$ cat config.mk
export PLATFORM = sky130hd
export DESIGN_NAME = agd_ctrl
export DESIGN_NICKNAME = d
export VERILOG_FILES = /design/src/sv/agd_pkg.sv /design/src/sv/agd_ctrl.sv
export SDC_FILE = /design/constraint.sdc
export NUM_CORES = 1
export LEC_CHECK = 0
export ABC_AREA = 1
export BUFFER_PORTS_ARGS = -buffer_cell sky130_fd_sc_hd__clkbuf_2
export CORE_MARGIN = 2
export CORE_UTILIZATION = 40
export CTS_CLUSTER_DIAMETER = 80
export DETAILED_ROUTE_END_ITERATION = 8
export PLACE_DENSITY = 0.72
export RECOVER_POWER = 50
export SYNTH_ARGS = -nofsm -noshare
export SYNTH_HDL_FRONTEND = slang
export SYNTH_SLANG_ARGS = --single-unit
$ cat constraint.sdc
create_clock -name clk -period 2.6 [get_ports clk]
set_clock_uncertainty 0.15 [all_clocks]
set_input_delay 0.13 -clock clk [delete_from_list [all_inputs] [get_ports clk]]
set_output_delay 0.13 -clock clk [all_outputs]
set_load 0.05 [all_outputs]
$ cat src/sv/agd_pkg.sv
// Shared types and constants for the graph search engine.
// No dependencies.
package agd_pkg;
  localparam int NODE_SLOTS_DEF  = 64;
  localparam int ID_BITS_DEF     = 16;
  localparam int STACK_DEPTH_DEF = 256;

  // request codes
  localparam logic [2:0] REQ_ADD_NODE = 3'd0;
  localparam logic [2:0] REQ_ADD_EDGE = 3'd1;
  localparam logic [2:0] REQ_TEST     = 3'd2;
  localparam logic [2:0] REQ_SEARCH   = 3'd3;
  localparam logic [2:0] REQ_PRED     = 3'd4;
  localparam logic [2:0] REQ_DEGREE   = 3'd5;

  // status codes
  localparam logic [2:0] ST_OK       = 3'd0;
  localparam logic [2:0] ST_UNKNOWN  = 3'd1;
  localparam logic [2:0] ST_DUP      = 3'd2;
  localparam logic [2:0] ST_FULL     = 3'd3;
  localparam logic [2:0] ST_OVERFLOW = 3'd4;

  typedef enum logic [3:0] {
    S_IDLE,     // waiting for a word
    S_LOOKUP,   // scan id table, one slot a cycle
    S_DECIDE,   // classify request
    S_CLEAR,    // clear column of new node, one row a cycle
    S_RDROW,    // read adjacency row of an operand
    S_EXEC,     // finish simple request
    S_POP,      // pop a stack entry
    S_POPRD,    // stack read data returns
    S_SCAN,     // walk neighbors, one slot a cycle
    S_RESULT    // hand result to output register
  } state_t;

  // controller -> datapath
  typedef struct packed {
    logic load_req;
    logic lookup_start;
    logic lookup_step;
    logic add_node;
    logic clear_step;
    logic row_read;
    logic exec;
    logic push_start;
    logic pop;
    logic pop_apply;
    logic scan_step;
    logic set_status;
    logic [2:0] status_code;
    logic set_flag;
    logic emit;
  } agd_cmd_t;

  // datapath -> controller
  typedef struct packed {
    logic [2:0] req;
    logic lookup_done;
    logic a_found;
    logic b_found;
    logic full;
    logic clear_done;
    logic stack_empty;
    logic entry_marked;
    logic scan_done;
    logic scan_hit_target;
    logic scan_overflow;
    logic out_busy;
  } agd_sts_t;
endpackage

$ cat src/sv/agd_ctrl.sv
// Controller state machine for the graph search engine.
// Depends on agd_pkg.
module agd_ctrl (
  input  logic              clk,
  input  logic              rst_n,
  input  logic              in_valid,
  output logic              in_stall,
  input  agd_pkg::agd_sts_t sts,
  output agd_pkg::agd_cmd_t cmd
);
  agd_pkg::state_t state_r, state_nxt;

  always_ff @(posedge clk) begin
    if (!rst_n) state_r <= agd_pkg::S_IDLE;
    else        state_r <= state_nxt;
  end

  // next state
  always_comb begin
    state_nxt = state_r;
    case (state_r)
      agd_pkg::S_IDLE:   if (in_valid) state_nxt = agd_pkg::S_LOOKUP;
      agd_pkg::S_LOOKUP: if (sts.lookup_done) state_nxt = agd_pkg::S_DECIDE;
      agd_pkg::S_DECIDE: begin
        if (sts.req == agd_pkg::REQ_ADD_NODE) begin
          if (sts.a_found || sts.full) state_nxt = agd_pkg::S_RESULT;
          else state_nxt = agd_pkg::S_CLEAR;
        end else if (sts.req > agd_pkg::REQ_DEGREE) begin
          state_nxt = agd_pkg::S_RESULT;
        end else if (!sts.a_found || (sts.req <= agd_pkg::REQ_SEARCH && !sts.b_found)) begin
          state_nxt = agd_pkg::S_RESULT;
        end else if (sts.req == agd_pkg::REQ_SEARCH) begin
          state_nxt = agd_pkg::S_POP;
        end else begin
          state_nxt = agd_pkg::S_RDROW;
        end
      end
      agd_pkg::S_CLEAR:  if (sts.clear_done) state_nxt = agd_pkg::S_RESULT;
      agd_pkg::S_RDROW:  state_nxt = agd_pkg::S_EXEC;
      agd_pkg::S_EXEC:   state_nxt = agd_pkg::S_RESULT;
      agd_pkg::S_POP: begin
        if (sts.stack_empty) state_nxt = agd_pkg::S_RESULT;
        else state_nxt = agd_pkg::S_POPRD;
      end
      agd_pkg::S_POPRD: begin
        if (sts.entry_marked) state_nxt = agd_pkg::S_POP;
        else state_nxt = agd_pkg::S_SCAN;
      end
      agd_pkg::S_SCAN: begin
        if (sts.scan_hit_target || sts.scan_overflow) state_nxt = agd_pkg::S_RESULT;
        else if (sts.scan_done) state_nxt = agd_pkg::S_POP;
      end
      agd_pkg::S_RESULT: if (!sts.out_busy) state_nxt = agd_pkg::S_IDLE;
      default: state_nxt = agd_pkg::S_IDLE;
    endcase
  end

  // outputs
  always_comb begin
    cmd = '0;
    in_stall = (state_r != agd_pkg::S_IDLE);
    case (state_r)
      agd_pkg::S_IDLE: begin
        cmd.load_req = in_valid;
        cmd.lookup_start = in_valid;
      end
      agd_pkg::S_LOOKUP: cmd.lookup_step = 1'b1;
      agd_pkg::S_DECIDE: begin
        if (sts.req == agd_pkg::REQ_ADD_NODE) begin
          if (sts.a_found) begin
            cmd.set_status = 1'b1; cmd.status_code = agd_pkg::ST_DUP;
          end else if (sts.full) begin
            cmd.set_status = 1'b1; cmd.status_code = agd_pkg::ST_FULL;
          end else begin
            cmd.add_node = 1'b1;
          end
        end else if (sts.req <= agd_pkg::REQ_DEGREE && (!sts.a_found ||
                     (sts.req <= agd_pkg::REQ_SEARCH && !sts.b_found))) begin
          cmd.set_status = 1'b1; cmd.status_code = agd_pkg::ST_UNKNOWN;
        end else if (sts.req == agd_pkg::REQ_SEARCH) begin
          cmd.push_start = 1'b1;
        end else if (sts.req <= agd_pkg::REQ_DEGREE) begin
          cmd.row_read = 1'b1;
        end
      end
      agd_pkg::S_CLEAR: cmd.clear_step = 1'b1;
      agd_pkg::S_EXEC:  cmd.exec = 1'b1;
      agd_pkg::S_POP:   cmd.pop = !sts.stack_empty;
      agd_pkg::S_POPRD: cmd.pop_apply = 1'b1;
      agd_pkg::S_SCAN: begin
        cmd.scan_step = 1'b1;
        if (sts.scan_hit_target) cmd.set_flag = 1'b1;
        else if (sts.scan_overflow) begin
          cmd.set_status = 1'b1; cmd.status_code = agd_pkg::ST_OVERFLOW;
        end
      end
      agd_pkg::S_RESULT: cmd.emit = !sts.out_busy;
      default: ;
    endcase
  end
endmodule

==> results_dict.tcl <==
set metrics [dict create \
    post_cts_buffers 0 \
    htree_levels 1 \
    power_mw 0.5775 \
    synth_cells 115 \
    path_cells "inv_1 > nand2_1 > nor2_1 > nand4_1 > nor2_1 > clkbuf_2" \
    top_regs "state_r x4" \
    core_area_mm2 0.001489 \
    ir_drop_uv 560.3 \
    cpLargestDelayFamily "simple AND/OR/NAND/NOR gates" \
    hold_buffers 0 \
    timing.hold.ws_ns 0.02676 \
    dpl_cell_area_um2 813.3 \
    tns_ns 0 \
    antenna_found_initial 0 \
    wl_per_cell_um 9.515 \
    cts.path.max_buffers 2 \
    crit_type "reg2out" \
    ff_latch_area_um2 80.08 \
    finalHoldViolations 0 \
    synth.area.mux_share 0 \
    reg2reg_depth 6 \
    status "finished clean" \
    gp_congestion 0.8794 \
    arrival_ns 1.69 \
    synth_fa_ha_area_frac 0 \
    cap_viol_max_count 0 \
    boundaryPins 35 \
    worst_slew_pin_slew_ns 0.5943 \
    die_area_mm2 0.001896 \
    yosysWarnings 0 \
    clk_latency_ns 0.23 \
    io_buffers 34 \
    design_area_um2 817.0 \
    maxSlewHeadroom 0.6055 \
    vias 809 \
    syn_area_per_cell_um2 5.440 \
    maxSlewViolCount 0 \
    ctsRootBufferMaster "clkbuf_4" \
    dp_hpwl_um 1421 \
    cp-endpoint "cmd[11]" \
    drt_wl_total_um 1589 \
    diodes 0 \
    synth_compound_area_frac 0.1020 \
    cp_num_buf_inv 2 \
    rrSetupSlack_ns 0.81 \
    grt_pass1_wl_um 2822 \
    grt_pass1_vias 715 \
    critical_path.slowest_cell "dfxtp_1" \
    cts_resized 0 \
    ys_top_cells_by_area "nand2_1 (16%), dfxtp_1 (13%), nor2_1 (11%), inv_1 (10%), nand3_1 (8.8%)" \
    cts_made_buffers 3 \
    power_per_cell_area_mw_per_mm2 706.9 \
    layout.nets 170 \
    crit_start "state_r[2]" \
    multi_input_area_um2 452.9 \
    crit_top_cell "nor2_1" \
    ys_seq_area_frac 0.1280 \
    fillCellCount 154 \
    p_leak_nw 0.4737 \
    syn_nets 132 \
    hold_class "in2reg" \
    synth_top_area_share 0.1620 \
    layoutNonFillerInstCount 167 \
    largest_register_ffs 4 \
    layout_common_cells "nand2_1 (28), clkbuf_2 (28), nor2_1 (20)" \
    drt_first_pass_iters 4 \
    cts_tree "yes" \
    drcViolationCount 0 \
    cp_max_fo 6 \
    synth_cell_types 22 \
    die_w_um 43.55 \
    fmax_mhz 507.1 \
    grt_usage 0.1855 \
    vias_per_cell 4.844 \
    cp.required_ns 2.32 \
    ys_ff_latch 4 \
    synth-xor-area-share 0 \
    ant_nets 0 \
    worst-path-stages 6 \
    grt_max_degree 7 \
    drive_gt1_frac 0.3311 \
    die_y_um 43.55 \
    fin_crit_ns 1.972 \
    dp_cells 164 \
    setup_viol_count_final 0 \
    synth_top_family_by_area "simple AND/OR/NAND/NOR gates" \
    synth_area_um2 625.6 \
    endpoint_kind "primary output" \
    clkSlewWorstSetupHoldPaths_ns 0.04 \
    cts_sinks 4 \
    drt_iter0_drc 18 \
    start_kind "register" \
    largest_register "state_r" \
    rsz0062_at_grt "false" \
    synth-simple-area-share 0.6320 \
    max_stage_delay_ns 0.35 \
    area_delta_synth_final_pct 30.60 \
    reg2reg_to "state_r[0]" \
    synth_top_cell_by_area "nand2_1" \
    gr-total-overflow 0 \
    final.period_utilization 0.7585 \
    rows 14 \
    initial_core_util 0.4202 \
    r2r_start "state_r[3]" \
]
-- worst register-to-register path: stages (launching register included) --
cell and delay, ns:
dfxtp_1 0.35, nor2_1 0.39, nand2_2 0.12, o21ai_0 0.43, nor2_4 0.09, nand2_1 0.10
a21oi_2 0.05
-- cells in the mapped netlist (all sizes together) --
cell / instances
dfxtp: 4
nor2: 27
clkinv: 1
nor4: 1
a21oi: 4
nand2: 33
o21bai: 1
nand3b: 1
o211ai: 1
inv: 20
nand4: 4
o21ai: 2
o21a: 1
buf: 1
nor3: 2
nand3: 12
-- logic make-up (layout without fill, tap and decap cells) --
kind of cell	count (synthesis)	count (layout)
simple gates	80	80
buf+inv	22	58
compound gates	9	9
flops	4	4
-- stage by stage --
step             util  worst slack [ns]
3_5_place_dp   0.5462             1.002
4_1_cts        0.5613            0.7575
2_1_floorplan       -            0.3331
6_report       0.5487            0.6278
3_3_place_gp   0.5462             1.042
5_1_grt        0.5487            0.4655
-- metal layers --
metal | global-route usage | up-vias | share of wire
li1 | - | 439 | -
met1 | 0.2405 | 343 | 0.46
met2 | 0.3353 | 27 | 0.48
met3 | 0.01250 | 0 | 0.065
met4 | 0.03636 | 0 | 0
met5 | 0 | - | 0
-- worst min path at each step --
stage	from	cells past startpoint	end	slack [ns]
after global routing	rst_n	3	state_r[0]	0.06
final	rst_n	3	state_r[0]	0.03
after CTS	rst_n	3	state_r[0]	0.02
after detailed placement	rst_n	3	state_r[0]	0.25
after global placement	rst_n	3	state_r[0]	0.25
after floorplan	rst_n	2	state_r[0]	0.15
-- layout make-up --
cell class | count | share of cell area
Clock buffer | 3 | 0.02757
Inverter | 21 | 0.09648
Multi-Input combinational cell | 89 | 0.5544
Sequential cell | 4 | 0.09801
Tap cell | 16 | 0.02450
Timing Repair Buffer | 34 | 0.1991
-- power by group --
part           total (mW)  switching (mW)  leakage [nW]  internal, mW
sequential         0.0972          0.0222        0.0326        0.0750
combinational       0.408           0.304         0.427         0.104
clock              0.0720          0.0207        0.0138        0.0513
(Power assumes the default switching activity.)
